$ cat src/hw/rtl/drp_pkg.sv
package drp_pkg;

  // Screen geometry
  localparam int SCREEN_WIDTH  = 540;
  localparam int SCREEN_HEIGHT = 960;
  localparam int PHYS_HEIGHT   = 540;

  // Field widths
  localparam int OP_W    = 2;
  localparam int FIELD_W = 13;
  localparam int SUM_W   = FIELD_W + 1;
  localparam int COORD_W = 11;
  localparam int KIND_W  = 2;
  localparam int PCT_W   = 7;
  localparam int PCT_CNT = 1 << PCT_W;
  localparam int AREA_W  = 2 * COORD_W;

  localparam logic [PCT_W-1:0] PCT_RESET = PCT_W'(60);

  // Input operations
  localparam logic [OP_W-1:0] OP_MARK      = 2'd0;
  localparam logic [OP_W-1:0] OP_MARK_FULL = 2'd1;
  localparam logic [OP_W-1:0] OP_FLUSH     = 2'd2;

  // Refresh kinds
  localparam logic [KIND_W-1:0] KIND_NONE    = 2'd0;
  localparam logic [KIND_W-1:0] KIND_FULL    = 2'd1;
  localparam logic [KIND_W-1:0] KIND_PARTIAL = 2'd2;

  // Classified commands, front to back
  localparam logic [1:0] CMD_NOP   = 2'd0;
  localparam logic [1:0] CMD_MARK  = 2'd1;
  localparam logic [1:0] CMD_FULL  = 2'd2;
  localparam logic [1:0] CMD_FLUSH = 2'd3;

  localparam int QUEUE_DEPTH = 2;
  localparam int QPTR_W      = (QUEUE_DEPTH > 1) ? $clog2(QUEUE_DEPTH) : 1;
  localparam int QCNT_W      = $clog2(QUEUE_DEPTH + 1);

  typedef struct packed {
    logic [1:0]         code;
    logic [COORD_W-1:0] left;
    logic [COORD_W-1:0] top;
    logic [COORD_W-1:0] right;
    logic [COORD_W-1:0] bottom;
  } cmd_t;

  // floor(screen area * pct / 100), used only to build a constant table
  function automatic logic [AREA_W-1:0] thr_entry(input int pct);
    return AREA_W'((SCREEN_WIDTH * SCREEN_HEIGHT * pct) / 100);
  endfunction

endpackage

$ cat src/hw/rtl/drp_in_if.sv
interface drp_in_if;
  import drp_pkg::*;

  logic                      valid;
  logic                      ready;
  logic [OP_W-1:0]           operation;
  logic signed [FIELD_W-1:0] rect_x;
  logic signed [FIELD_W-1:0] rect_y;
  logic signed [FIELD_W-1:0] rect_width;
  logic signed [FIELD_W-1:0] rect_height;

  modport source (output valid, operation, rect_x, rect_y, rect_width, rect_height,
                  input ready);
  modport sink (input valid, operation, rect_x, rect_y, rect_width, rect_height,
                output ready);
endinterface

$ cat src/hw/rtl/drp_out_if.sv
interface drp_out_if;
  import drp_pkg::*;

  logic               valid;
  logic               ready;
  logic [KIND_W-1:0]  refresh_kind;
  logic [COORD_W-1:0] phys_x;
  logic [COORD_W-1:0] phys_y;
  logic [COORD_W-1:0] phys_width;
  logic [COORD_W-1:0] phys_height;
  logic               is_dirty;

  modport source (output valid, refresh_kind, phys_x, phys_y, phys_width, phys_height,
                  is_dirty, input ready);
  modport sink (input valid, refresh_kind, phys_x, phys_y, phys_width, phys_height,
                is_dirty, output ready);
endinterface

$ cat src/hw/rtl/dirty_region_refresh_planner_unit.sv
// Dirty region refresh planner.
// in_ch carries one item per handshake: operation (mark rectangle, mark
// whole screen, flush) and a signed logical rectangle. out_ch returns exactly
// one item for every input item, in order: refresh kind, the partial refresh
// rectangle in physical coordinates (zero unless partial) and the dirty flag.
// cfg_we/cfg_wdata write the full refresh percentage (reset value 60); write
// it only while no item is in flight.
// Throughput: one item per cycle while out_ch.ready is high. An accepted item
// is written into the queue, then loaded into the output register when the
// back end takes it, and its result is offered from then on. The per-cycle
// limit is the back end's state update, one min/max merge or one 11x11 area
// multiply and compare.
// The front end clips and classifies, then hands off through a two-entry
// queue; the back end owns the box state and the output register.
// Reset (rst_n low, synchronous): clean region, no forced refresh, empty
// queue, out_ch.valid low, percentage back to 60.
// When the receiver stalls, the output register holds its item, the queue
// fills, and in_ch.ready drops once two items are waiting.
module dirty_region_refresh_planner_unit (
  input  logic                      clk,
  input  logic                      rst_n,
  drp_in_if.sink                    in_ch,
  drp_out_if.source                 out_ch,
  input  logic                      cfg_we,
  input  logic [drp_pkg::PCT_W-1:0] cfg_wdata
);
  import drp_pkg::*;

  cmd_t front_cmd, head_cmd;
  logic front_valid, front_ready;
  logic head_valid, head_ready;

  // Front end: clip the rectangle and classify the item
  drp_front u_front (
    .in_ch      (in_ch),
    .push_ready (front_ready),
    .push_valid (front_valid),
    .push_cmd   (front_cmd)
  );

  // Decoupling queue between front and back
  drp_queue u_queue (
    .clk        (clk),
    .rst_n      (rst_n),
    .push_valid (front_valid),
    .push_ready (front_ready),
    .push_cmd   (front_cmd),
    .pop_valid  (head_valid),
    .pop_ready  (head_ready),
    .pop_cmd    (head_cmd)
  );

  // Back end: box state, refresh decision, output register
  drp_back u_back (
    .clk       (clk),
    .rst_n     (rst_n),
    .cfg_we    (cfg_we),
    .cfg_wdata (cfg_wdata),
    .cmd_valid (head_valid),
    .cmd_ready (head_ready),
    .cmd       (head_cmd),
    .out_ch    (out_ch)
  );

  // A refresh always comes from a flush, which leaves the region clean
  a_refresh_clears: assert property (@(posedge clk) disable iff (!rst_n)
    (out_ch.valid && (out_ch.refresh_kind != KIND_NONE)) |-> !out_ch.is_dirty)
    else $error("refresh reported with region still dirty");

  // A partial refresh covers a non-empty rectangle
  a_partial_nonempty: assert property (@(posedge clk) disable iff (!rst_n)
    (out_ch.valid && (out_ch.refresh_kind == KIND_PARTIAL)) |->
      ((out_ch.phys_width != '0) && (out_ch.phys_height != '0)))
    else $error("partial refresh with empty rectangle");

  // Anything but a partial refresh carries a zero rectangle
  a_zero_rect: assert property (@(posedge clk) disable iff (!rst_n)
    (out_ch.valid && (out_ch.refresh_kind != KIND_PARTIAL)) |->
      ((out_ch.phys_x == '0) && (out_ch.phys_y == '0) &&
       (out_ch.phys_width == '0) && (out_ch.phys_height == '0)))
    else $error("rectangle reported without partial refresh");

  // An item taken by the back end leaves a result presented on out_ch
  a_pop_nonempty: assert property (@(posedge clk) disable iff (!rst_n)
    (head_ready && head_valid) |=> out_ch.valid)
    else $error("item taken by back end but no result presented");

endmodule

$ cat src/hw/rtl/drp_front.sv
module drp_front (
  drp_in_if.sink         in_ch,
  input  logic           push_ready,
  output logic           push_valid,
  output drp_pkg::cmd_t  push_cmd
);
  import drp_pkg::*;

  localparam logic signed [SUM_W-1:0] SW_S = SUM_W'(SCREEN_WIDTH);
  localparam logic signed [SUM_W-1:0] SH_S = SUM_W'(SCREEN_HEIGHT);

  logic signed [SUM_W-1:0] x_s, y_s, r_s, b_s;
  logic signed [SUM_W-1:0] l_c, t_c, r_c, b_c;
  logic                    w_pos, h_pos, rect_ok;

  assign in_ch.ready = push_ready;
  assign push_valid  = in_ch.valid;

  always_comb begin
    x_s = SUM_W'(in_ch.rect_x);
    y_s = SUM_W'(in_ch.rect_y);
    r_s = x_s + SUM_W'(in_ch.rect_width);
    b_s = y_s + SUM_W'(in_ch.rect_height);

    // clip to the screen
    l_c = x_s[SUM_W-1] ? '0 : x_s;
    t_c = y_s[SUM_W-1] ? '0 : y_s;
    r_c = (r_s > SW_S) ? SW_S : r_s;
    b_c = (b_s > SH_S) ? SH_S : b_s;

    w_pos   = !in_ch.rect_width[FIELD_W-1] && (in_ch.rect_width != '0);
    h_pos   = !in_ch.rect_height[FIELD_W-1] && (in_ch.rect_height != '0);
    rect_ok = w_pos && h_pos && (l_c < r_c) && (t_c < b_c);

    push_cmd.left   = COORD_W'(l_c);
    push_cmd.top    = COORD_W'(t_c);
    push_cmd.right  = COORD_W'(r_c);
    push_cmd.bottom = COORD_W'(b_c);

    case (in_ch.operation)
      OP_MARK:      push_cmd.code = rect_ok ? CMD_MARK : CMD_NOP;
      OP_MARK_FULL: push_cmd.code = CMD_FULL;
      OP_FLUSH:     push_cmd.code = CMD_FLUSH;
      default:      push_cmd.code = CMD_NOP;
    endcase
  end

endmodule

$ cat src/hw/rtl/drp_queue.sv
module drp_queue (
  input  logic          clk,
  input  logic          rst_n,
  input  logic          push_valid,
  output logic          push_ready,
  input  drp_pkg::cmd_t push_cmd,
  output logic          pop_valid,
  input  logic          pop_ready,
  output drp_pkg::cmd_t pop_cmd
);
  import drp_pkg::*;

  cmd_t              mem_r [QUEUE_DEPTH];
  logic [QPTR_W-1:0] wr_ptr_r, wr_ptr_nxt;
  logic [QPTR_W-1:0] rd_ptr_r, rd_ptr_nxt;
  logic [QCNT_W-1:0] count_r, count_nxt;
  logic              push, pop;

  function automatic logic [QPTR_W-1:0] ptr_inc(input logic [QPTR_W-1:0] p);
    return (p == QPTR_W'(QUEUE_DEPTH - 1)) ? '0 : p + 1'b1;
  endfunction

  assign push_ready = (count_r != QCNT_W'(QUEUE_DEPTH));
  assign pop_valid  = (count_r != '0);
  assign pop_cmd    = mem_r[rd_ptr_r];
  assign push       = push_valid && push_ready;
  assign pop        = pop_valid && pop_ready;

  always_comb begin
    wr_ptr_nxt = push ? ptr_inc(wr_ptr_r) : wr_ptr_r;
    rd_ptr_nxt = pop ? ptr_inc(rd_ptr_r) : rd_ptr_r;
    count_nxt  = count_r;
    if (push && !pop) begin
      count_nxt = count_r + 1'b1;
    end else if (pop && !push) begin
      count_nxt = count_r - 1'b1;
    end
  end

  always_ff @(posedge clk) begin
    if (!rst_n) begin
      wr_ptr_r <= '0;
      rd_ptr_r <= '0;
      count_r  <= '0;
    end else begin
      wr_ptr_r <= wr_ptr_nxt;
      rd_ptr_r <= rd_ptr_nxt;
      count_r  <= count_nxt;
    end
  end

  always_ff @(posedge clk) begin
    if (push) begin
      mem_r[wr_ptr_r] <= push_cmd;
    end
  end

endmodule

$ cat src/hw/rtl/drp_back.sv
module drp_back (
  input  logic                      clk,
  input  logic                      rst_n,
  input  logic                      cfg_we,
  input  logic [drp_pkg::PCT_W-1:0] cfg_wdata,
  input  logic                      cmd_valid,
  output logic                      cmd_ready,
  input  drp_pkg::cmd_t             cmd,
  drp_out_if.source                 out_ch
);
  import drp_pkg::*;

  localparam logic [COORD_W-1:0] SW_C = COORD_W'(SCREEN_WIDTH);
  localparam logic [COORD_W-1:0] SH_C = COORD_W'(SCREEN_HEIGHT);
  localparam logic [COORD_W-1:0] PH_C = COORD_W'(PHYS_HEIGHT);

  logic [AREA_W-1:0]  thr_tbl [PCT_CNT];
  logic [AREA_W-1:0]  thr_r;

  logic [COORD_W-1:0] left_r, top_r, right_r, bottom_r;
  logic [COORD_W-1:0] left_nxt, top_nxt, right_nxt, bottom_nxt;
  logic               dirty_r, dirty_nxt, force_r, force_nxt;

  logic               out_valid_r, out_valid_nxt;
  logic [KIND_W-1:0]  kind_r, kind_nxt;
  logic [COORD_W-1:0] px_r, px_nxt, py_r, py_nxt, pw_r, pw_nxt, ph_r, ph_nxt;
  logic               od_r, od_nxt;

  logic               fire;
  logic [COORD_W-1:0] bw, bh;
  logic [AREA_W-1:0]  area;
  logic               go_full;

  for (genvar g = 0; g < PCT_CNT; g++) begin : g_thr
    assign thr_tbl[g] = thr_entry(g);
  end

  assign cmd_ready = !out_valid_r || out_ch.ready;
  assign fire      = cmd_valid && cmd_ready;

  assign out_ch.valid        = out_valid_r;
  assign out_ch.refresh_kind = kind_r;
  assign out_ch.phys_x       = px_r;
  assign out_ch.phys_y       = py_r;
  assign out_ch.phys_width   = pw_r;
  assign out_ch.phys_height  = ph_r;
  assign out_ch.is_dirty     = od_r;

  always_comb begin
    bw      = right_r - left_r;
    bh      = bottom_r - top_r;
    area    = {{COORD_W{1'b0}}, bw} * {{COORD_W{1'b0}}, bh};
    go_full = force_r || (area >= thr_r);

    left_nxt   = left_r;
    top_nxt    = top_r;
    right_nxt  = right_r;
    bottom_nxt = bottom_r;
    dirty_nxt  = dirty_r;
    force_nxt  = force_r;
    kind_nxt   = KIND_NONE;
    px_nxt     = '0;
    py_nxt     = '0;
    pw_nxt     = '0;
    ph_nxt     = '0;

    case (cmd.code)
      CMD_MARK: begin
        if (!dirty_r) begin
          left_nxt   = cmd.left;
          top_nxt    = cmd.top;
          right_nxt  = cmd.right;
          bottom_nxt = cmd.bottom;
        end else begin
          if (cmd.left < left_r)     left_nxt   = cmd.left;
          if (cmd.top < top_r)       top_nxt    = cmd.top;
          if (cmd.right > right_r)   right_nxt  = cmd.right;
          if (cmd.bottom > bottom_r) bottom_nxt = cmd.bottom;
        end
        dirty_nxt = 1'b1;
      end
      CMD_FULL: begin
        left_nxt   = '0;
        top_nxt    = '0;
        right_nxt  = SW_C;
        bottom_nxt = SH_C;
        dirty_nxt  = 1'b1;
        force_nxt  = 1'b1;
      end
      CMD_FLUSH: begin
        if (dirty_r) begin
          if (go_full) begin
            kind_nxt = KIND_FULL;
          end else begin
            // transpose, mirror x against the physical height
            kind_nxt = KIND_PARTIAL;
            px_nxt   = top_r;
            py_nxt   = (right_r > PH_C) ? '0 : PH_C - right_r;
            pw_nxt   = bh;
            ph_nxt   = bw;
          end
          dirty_nxt = 1'b0;
          force_nxt = 1'b0;
        end
      end
      default: begin
      end
    endcase
    od_nxt = dirty_nxt;

    out_valid_nxt = fire ? 1'b1 : (out_valid_r && !out_ch.ready);
  end

  always_ff @(posedge clk) begin
    if (!rst_n) begin
      thr_r       <= thr_tbl[PCT_RESET];
      left_r      <= '0;
      top_r       <= '0;
      right_r     <= '0;
      bottom_r    <= '0;
      dirty_r     <= 1'b0;
      force_r     <= 1'b0;
      out_valid_r <= 1'b0;
    end else begin
      if (cfg_we) begin
        thr_r <= thr_tbl[cfg_wdata];
      end
      if (fire) begin
        left_r   <= left_nxt;
        top_r    <= top_nxt;
        right_r  <= right_nxt;
        bottom_r <= bottom_nxt;
        dirty_r  <= dirty_nxt;
        force_r  <= force_nxt;
      end
      out_valid_r <= out_valid_nxt;
    end
  end

  always_ff @(posedge clk) begin
    if (fire) begin
      kind_r <= kind_nxt;
      px_r   <= px_nxt;
      py_r   <= py_nxt;
      pw_r   <= pw_nxt;
      ph_r   <= ph_nxt;
      od_r   <= od_nxt;
    end
  end

endmodule
$ cat src/flat_wrapper.sv
// flat-port wrapper written by rule: the top's interface ports become plain ports
module dirty_region_refresh_planner_unit_flat import drp_pkg::*;
  (clk, rst_n, cfg_we, cfg_wdata, in_ch_valid, in_ch_operation, in_ch_rect_x, in_ch_rect_y, in_ch_rect_width, in_ch_rect_height, in_ch_ready, out_ch_valid, out_ch_refresh_kind, out_ch_phys_x, out_ch_phys_y, out_ch_phys_width, out_ch_phys_height, out_ch_is_dirty, out_ch_ready);
  drp_in_if in_ch_i ();
  drp_out_if out_ch_i ();
  input  logic clk;
  input  logic rst_n;
  input  logic cfg_we;
  input  logic [drp_pkg::PCT_W-1:0] cfg_wdata;
  input wire logic [$bits(in_ch_i.valid)-1:0] in_ch_valid;
  input wire logic [$bits(in_ch_i.operation)-1:0] in_ch_operation;
  input wire logic [$bits(in_ch_i.rect_x)-1:0] in_ch_rect_x;
  input wire logic [$bits(in_ch_i.rect_y)-1:0] in_ch_rect_y;
  input wire logic [$bits(in_ch_i.rect_width)-1:0] in_ch_rect_width;
  input wire logic [$bits(in_ch_i.rect_height)-1:0] in_ch_rect_height;
  output wire logic [$bits(in_ch_i.ready)-1:0] in_ch_ready;
  output wire logic [$bits(out_ch_i.valid)-1:0] out_ch_valid;
  output wire logic [$bits(out_ch_i.refresh_kind)-1:0] out_ch_refresh_kind;
  output wire logic [$bits(out_ch_i.phys_x)-1:0] out_ch_phys_x;
  output wire logic [$bits(out_ch_i.phys_y)-1:0] out_ch_phys_y;
  output wire logic [$bits(out_ch_i.phys_width)-1:0] out_ch_phys_width;
  output wire logic [$bits(out_ch_i.phys_height)-1:0] out_ch_phys_height;
  output wire logic [$bits(out_ch_i.is_dirty)-1:0] out_ch_is_dirty;
  input wire logic [$bits(out_ch_i.ready)-1:0] out_ch_ready;
  assign in_ch_i.valid = in_ch_valid;
  assign in_ch_i.operation = in_ch_operation;
  assign in_ch_i.rect_x = in_ch_rect_x;
  assign in_ch_i.rect_y = in_ch_rect_y;
  assign in_ch_i.rect_width = in_ch_rect_width;
  assign in_ch_i.rect_height = in_ch_rect_height;
  assign in_ch_ready = in_ch_i.ready;
  assign out_ch_valid = out_ch_i.valid;
  assign out_ch_refresh_kind = out_ch_i.refresh_kind;
  assign out_ch_phys_x = out_ch_i.phys_x;
  assign out_ch_phys_y = out_ch_i.phys_y;
  assign out_ch_phys_width = out_ch_i.phys_width;
  assign out_ch_phys_height = out_ch_i.phys_height;
  assign out_ch_is_dirty = out_ch_i.is_dirty;
  assign out_ch_i.ready = out_ch_ready;
  dirty_region_refresh_planner_unit u_core (.clk(clk), .rst_n(rst_n), .in_ch(in_ch_i), .out_ch(out_ch_i), .cfg_we(cfg_we), .cfg_wdata(cfg_wdata));
endmodule
$ cat config.mk
export PLATFORM = sky130hd
export DESIGN_NAME = dirty_region_refresh_planner_unit_flat
export DESIGN_NICKNAME = d
export VERILOG_FILES = /design/src/hw/rtl/drp_pkg.sv /design/src/hw/rtl/drp_in_if.sv /design/src/hw/rtl/drp_out_if.sv /design/src/hw/rtl/dirty_region_refresh_planner_unit.sv /design/src/hw/rtl/drp_front.sv /design/src/hw/rtl/drp_queue.sv /design/src/hw/rtl/drp_back.sv /design/src/flat_wrapper.sv
export SDC_FILE = /design/constraint.sdc
export NUM_CORES = 1
export LEC_CHECK = 0
export ABC_CLOCK_PERIOD_IN_PS = 11000
export BUFFER_PORTS_ARGS = -buffer_cell sky130_fd_sc_hd__buf_2
export CAP_MARGIN = 20
export CORE_ASPECT_RATIO = 2
export CORE_MARGIN = 1
export CORE_UTILIZATION = 30
export DETAILED_ROUTE_END_ITERATION = 10
export PLACE_DENSITY = 0.51
export RECOVER_POWER = 25
export REMOVE_ABC_BUFFERS = 1
export SETUP_SLACK_MARGIN = 0.2
export SLEW_MARGIN = 10
export SYNTH_ARGS = -nofsm -noshare
export SYNTH_HDL_FRONTEND = slang
export SYNTH_SLANG_ARGS = --single-unit
$ cat constraint.sdc
create_clock -name clk -period 11 [get_ports clk]
set_input_delay 1.1 -clock clk [delete_from_list [all_inputs] [get_ports clk]]
set_output_delay 1.1 -clock clk [all_outputs]
set_load 0.005 [all_outputs]
==> results.toml, run 1 <==
[sta]
slew_headroom_pct = -75.6
period_share_pct = 90.9
hold_violations = 0
fin_tns_setup_ns = 0
finalSetupViolations = 0
skew_ns = 0.0229
timing.final.crit_period_ns = 10.0
finalHoldWorstSlack_ns = 0.463
clock.fmax_mhz = 100
rsz0062_at_grt = "false"
drv_slew = 85
worstMarginPinSlew_ns = 2.63
setup_ws_ns = 1.00

[detailed_routing]
route.detailed.drc = 0
drt-vias-per-instance = 4.85
m1WireLength_um = 14800
firstDrtPassIters = 7
detail-route-antenna-nets = 0
finalWirelength_um = 44500
met2WireLength_um = 26400
drtIter0Drc = 432
num_vias = 12500
wire_per_inst_um = 17.2
highest_layer = "met4"
wl_met3_um = 877

[floorplanning]
die_x_um = 169
row_count = 122
start_util_pct = 30.3
fp.dieH_um = 336
ioPinCount = 115
core_mm2 = 0.0551
die-area_mm2 = 0.0567

[setup_path]
cp.arrival_ns = 10.40
reg2reg_slack_ns = 1.00
crit_path_end_kind = "flip-flop"
crit_type = "flip-flop to flip-flop"
timing.rr.start = "u_core.u_back.top_r[0]$_SDFFE_PN0P_"
critical_path_required_ns = 11.40
cp-start-kind = "flip-flop"
r2r-end = "u_core.u_back.out_ch.phys_x[0]$_SDFFCE_PP0P_"
slowest_stage = "o31ai_1"
cp_common_cell = "fa_1"
critPathMaxFanout = 28
max_stage_delay_ns = 0.58
r2r.worst_path.cells = 38

[placement]
portBuffers = 114
hpwl_um = 36900
place_congestion = 0.883
pre_cts_ws_ns = 0.852

[global_routing]
grt_overflow = 0
grt_pass1_wl_um = 69600
grt_max_degree = 53
antenna_found_initial = 0
grt_usage_pct = 15.9
grt_pass1_vias = 13300

[run_status]
failed_checks = "capacitance limit, slew limit"
status = "complete, but fails checks"

[clock_tree]
clk_latency_ns = 0.54
cts.htree.levels = 1
clockBufferDepth = 3
cts_sinks = 205
cts_tree = "yes"
clockRootBuffer = "clkbuf_16"
cts_inserted_buffers = 20
cts.reportedPaths.clkPinSlew_ns = 0.07

[min_path]
hold_path_end = "u_core.u_back.left_r[6]$_SDFFE_PN0P_"
holdCritStartpoint = "u_core.u_back.left_r[6]$_SDFFE_PN0P_"
hp-class = "flip-flop to flip-flop"
hold_depth = 1

[finish]
drive_gt1_share_pct = 12.6
nets = 2179
syn2layout_area_growth_pct = 12.8
antennaDiodeCount = 0

[flow_run]
drv_cap = 2

[synthesis]
ys_warn_count = 0
syn-cell-area_mm2 = 0.0167
synth_top_cell_by_area = "edfxtp_1"
postSynthCellCount = 1722
yosysTopAreaCellShare_pct = 25.0
synthTopCellsByArea = "edfxtp_1 (25%), ha_1 (15%), fa_1 (10%)"
ys.flop_type = "edfxtp_1"
synthDistinctLibCells = 78
synth_seq_cells = 205
ys_seq_area_share_pct = 32.9
synth_edf_count = 139
synth_area_per_cell_um2 = 9.70
yosysMostFrequentCell = "inv_1"
synth_async_sr_flop_share_pct = 0
synthTopCellsByCount = "inv_1 (219), nor2_1 (208), ha_1 (200)"
-- state kept, by name, indices dropped and copies added (netlist names), 11 cells and up, named ones only --
| signal | flops |
|---|---|
| u_core.u_queue.mem_r | 92 |
| u_core.u_back.thr_r | 14 |
| u_core.u_back.top_r | 11 |
| u_core.u_back.out_ch.phys_width | 11 |
| u_core.u_back.out_ch.phys_x | 11 |
| u_core.u_back.out_ch.phys_height | 11 |
| u_core.u_back.out_ch.phys_y | 11 |
| u_core.u_back.bottom_r | 11 |
| u_core.u_back.left_r | 11 |
| u_core.u_back.right_r | 11 |
-- critical path: cells and delay by family, from the launching register on --
kind,cells,cell delay [ns]
AO/OA/AOI/OAI,12,2.94
XOR/XNOR,2,0.20
adder cells (fa/ha/maj),9,3.73
buffers and inverters,7,0.81
flip-flops,1,0.38
AND/OR/NAND/NOR,8,1.75
-- layer usage --
metal / global-route usage, % / vias to the layer above
met5: 0 / -
met4: 9.03 / 0
met3: 1.07 / 94
met2: 34.0 / 227
met1: 13.8 / 6056
li1: - / 6167
-- worst max path at each step --
stage                                          start                                          endpoint  slack [ns]  cells after the start
6_report         u_core.u_back.top_r[0]$_SDFFE_PN0P_      u_core.u_back.out_ch.phys_x[0]$_SDFFCE_PP0P_        1.00                     38
5_1_grt        u_core.u_back.right_r[0]$_SDFFE_PN0P_      u_core.u_back.out_ch.phys_x[0]$_SDFFCE_PP0P_        0.31                     41
4_1_cts        u_core.u_back.right_r[0]$_SDFFE_PN0P_      u_core.u_back.out_ch.phys_x[0]$_SDFFCE_PP0P_        0.80                     41
3_5_place_dp   u_core.u_back.right_r[0]$_SDFFE_PN0P_      u_core.u_back.out_ch.phys_x[0]$_SDFFCE_PP0P_        0.85                     41
3_3_place_gp     u_core.u_back.top_r[0]$_SDFFE_PN0P_  u_core.u_back.out_ch.phys_width[4]$_SDFFCE_PP0P_        1.07                     38
2_1_floorplan  u_core.u_back.right_r[0]$_SDFFE_PN0P_     u_core.u_back.out_ch.phys_y[10]$_SDFFCE_PP0P_        1.81                     39
-- layout make-up --
type | count | area [µm²]
repair buffers | 135 | 714
clock buffers | 23 | 533
flip-flops and latches | 205 | 5500
fillers | 5662 | 36300
inverters | 220 | 826
clock inverters | 13 | 120
multi-input cells | 1247 | 10200
well taps | 744 | 931
-- through the flow --
stage	utilization (%)	instances	instance area, µm²
final	34.2	2587	18800
after global routing	34.2	2587	18800
after CTS	34.2	2587	18800
after detailed placement	33.0	2551	18200
after global placement	33.0	2550	18200
after floorplan	-	1672	16500
-- logic make-up (layout without fill, tap and decap cells) --
kind of cell	Yosys count	after routing	share of synthesized area [%]
XOR/XNOR	84	84	4.40
adder cells (fa/ha/maj)	284	284	25.0
buffers and inverters	270	391	6.13
multiplexers	65	65	4.25
AO/OA/AOI/OAI	288	288	12.1
AND/OR/NAND/NOR	526	526	15.2
flip-flops	205	205	32.9
-- placed cells by master (no fill, tap or decap), types with 37 or more instances in the layout --
| master | count |
|---|---|
| a21oi_1 | 55 |
| buf_2 | 109 |
| dfxtp_1 | 65 |
| edfxtp_1 | 139 |
| fa_1 | 84 |
| ha_1 | 200 |
| inv_1 | 219 |
| nand2_1 | 96 |
| nand2b_1 | 37 |
| nor2_1 | 206 |
| nor2b_1 | 41 |
| o21ai_0 | 43 |
| xnor2_1 | 43 |
| xor2_1 | 40 |
-- repair_timing --
item | in CTS | in global routing
setup endpoints to repair | 0 | 10
resized for setup | 0 | 2
buffers inserted | 0 | 0
hold buffers | 0 | 0
Power of run 1 is not shown: default switching activity piles up to over one toggle a cycle in this logic, so the estimate is an artifact.
==> run 2, diff against run 1 <==
--- a/config.mk
+++ b/config.mk
@@ -5,7 +5,7 @@
 export SDC_FILE = /design/constraint.sdc
 export NUM_CORES = 1
 export LEC_CHECK = 0
-export ABC_CLOCK_PERIOD_IN_PS = 11000
+export ABC_CLOCK_PERIOD_IN_PS = 11300
 export BUFFER_PORTS_ARGS = -buffer_cell sky130_fd_sc_hd__buf_2
 export CAP_MARGIN = 20
 export CORE_ASPECT_RATIO = 2
==> constraint.sdc (replaced) <==
create_clock -name clk -period 11.3 [get_ports clk]
set_input_delay 1.13 -clock clk [delete_from_list [all_inputs] [get_ports clk]]
set_output_delay 1.13 -clock clk [all_outputs]
set_load 0.005 [all_outputs]
==> run 2 against run 1 <==
  * The run still ends with capacitance limit, slew limit left
  * Register-to-register slack improved by 0.02 ns
  * Wire length fell by 0.48%
  * Critical path type unchanged
  * First-iteration DRC count rose by 10%
  * Fmax fell by 2.7%
==> results.toml, run 2 (same netlist as run 1, synthesis figures left out) <==
[run_status]
status = "complete, but fails checks"
failed_checks = "capacitance limit, slew limit"

[sta]
timing.final.crit_period_ns = 10.27
period_share_pct = 90.9
clock.fmax_mhz = 97.3
slew_headroom_pct = -71.9
rsz0062_at_grt = "false"
finalSetupViolations = 0
hold_violations = 0
drv_slew = 85
fin_tns_setup_ns = 0
skew_ns = 0.00979
worstMarginPinSlew_ns = 2.58

[clock_tree]
cts_tree = "yes"
clockBufferDepth = 3
cts_resized = 0
clockRootBuffer = "clkbuf_16"
cts.reportedPaths.clkPinSlew_ns = 0.07
clk_latency_ns = 0.52
cts-hold-fix-buffers = 0
cts_inserted_buffers = 19
cts_sinks = 205
cts.htree.levels = 1
cts_setup_buffers = 0

[detailed_routing]
num_vias = 12700
detail-route-antenna-nets = 0
highest_layer = "met4"
drtIter0Drc = 477
m1WireLength_um = 14600
wl_met3_um = 866
drt-vias-per-instance = 4.91
firstDrtPassIters = 4
met2WireLength_um = 26200
finalWirelength_um = 44300
wire_per_inst_um = 17.2
route.detailed.drc = 0

[setup_path]
r2r-end = "u_core.u_back.out_ch.phys_width[4]$_SDFFCE_PP0P_"
cp-start-kind = "flip-flop"
critPathCapture = "u_core.u_back.out_ch.phys_width[4]$_SDFFCE_PP0P_"
timing.rr.start = "u_core.u_back.right_r[0]$_SDFFE_PN0P_"
r2r.worst_path.cells = 41
critPathMaxFanout = 28
slowest_stage = "fa_1"
critical_path_required_ns = 11.68
crit_type = "flip-flop to flip-flop"
cp.arrival_ns = 10.66
max_stage_delay_ns = 0.54
critPathLaunch = "u_core.u_back.right_r[0]$_SDFFE_PN0P_"
crit_path_end_kind = "flip-flop"
reg2reg_slack_ns = 1.03

[global_routing]
grt_usage_pct = 15.8
grt_pass1_wl_um = 69400
grt_overflow = 0
grt_max_degree = 53
antenna_found_initial = 0
grt_pass1_vias = 13500

[floorplanning]
ioPinCount = 115
core_mm2 = 0.0551
die_x_um = 169
row_count = 122
start_util_pct = 30.3
fp.dieH_um = 336
die-area_mm2 = 0.0567

[placement]
hpwl_um = 36900
portBuffers = 114
place_congestion = 0.891

[min_path]
hp-class = "flip-flop to flip-flop"

[finish]
top_register = "u_core.u_queue.mem_r"
largest_reg_flops = 92
drive_gt1_share_pct = 12.3
seqCellArea_mm2 = 0.00550
nets = 2175
final_common_cell = "inv_1"
syn2layout_area_growth_pct = 12.2
final_util_pct = 34.0
layout_top_registers = "u_core.u_queue.mem_r: 92 flops, u_core.u_back.thr_r: 14 flops"
antennaDiodeCount = 0
final_cell_mix = "inv_1 (219), nor2_1 (206), ha_1 (200)"
nFillCells = 5697
multiInputGateArea_mm2 = 0.0102

[flow_run]
drv_cap = 2
-- run 2: cell count changes in the layout (fill, tap and decap cells not counted), moves of 2 or more --
cell | before | now
buf_4 | 19 | 16
clkbuf_16 | 21 | 19
clkinv_4 | 4 | 1
inv_6 | 0 | 2
-- run 2: layout make-up --
| class | count | share of cell area (%) |
|---|---|---|
| clock buffer | 21 | 2.58 |
| multi-input combinational | 1247 | 54.5 |
| tap | 744 | 4.97 |
| timing repair buffer | 132 | 3.69 |
| sequential | 205 | 29.3 |
| clock inverter | 12 | 0.568 |
| inverter | 220 | 4.41 |
-- run 2: critical path: cells and delay by family, from the launching register on --
| family | cells | cell delay, ns |
|---|---|---|
| AND/OR/NAND/NOR | 8 | 1.59 |
| adder cells (fa/ha/maj) | 9 | 3.67 |
| AO/OA/AOI/OAI | 15 | 3.10 |
| XOR/XNOR | 2 | 0.49 |
| flip-flops | 1 | 0.33 |
| buffers and inverters | 7 | 0.89 |
-- run 2: metrics by stage --
step | setup WS, ns | area, µm² | hold WS (ns) | instances
after global placement | 1.36 | 18200 | 0.444 | 2547
after CTS | 1.06 | 18800 | 0.467 | 2581
final | 1.03 | 18700 | 0.462 | 2581
after global routing | 0.352 | 18700 | 0.479 | 2581
after floorplan | 2.11 | 16500 | 0.432 | 1672
after detailed placement | 1.10 | 18200 | 0.446 | 2548
-- run 2: worst min-delay path by stage --
stage / start / end / slack [ns] / cells past startpoint
detailed placement: u_core.u_back.top_r[2]$_SDFFE_PN0P_ / u_core.u_back.top_r[2]$_SDFFE_PN0P_ / 0.45 / 1
CTS: u_core.u_back.top_r[4]$_SDFFE_PN0P_ / u_core.u_back.top_r[4]$_SDFFE_PN0P_ / 0.47 / 1
finish: u_core.u_back.left_r[1]$_SDFFE_PN0P_ / u_core.u_back.left_r[1]$_SDFFE_PN0P_ / 0.46 / 1
global placement: u_core.u_back.top_r[6]$_SDFFE_PN0P_ / u_core.u_back.top_r[6]$_SDFFE_PN0P_ / 0.44 / 1
floorplan: u_core.u_back.left_r[1]$_SDFFE_PN0P_ / u_core.u_back.left_r[1]$_SDFFE_PN0P_ / 0.43 / 1
global route: u_core.u_back.left_r[6]$_SDFFE_PN0P_ / u_core.u_back.left_r[6]$_SDFFE_PN0P_ / 0.48 / 1
-- run 2: per-layer routing --
layer,vias to the layer above,GRT usage (%)
met2,223,33.8
met3,115,1.08
met1,6170,13.5
met4,0,9.59
li1,6166,-
met5,-,0
Power of run 2 is left out for the same reason.
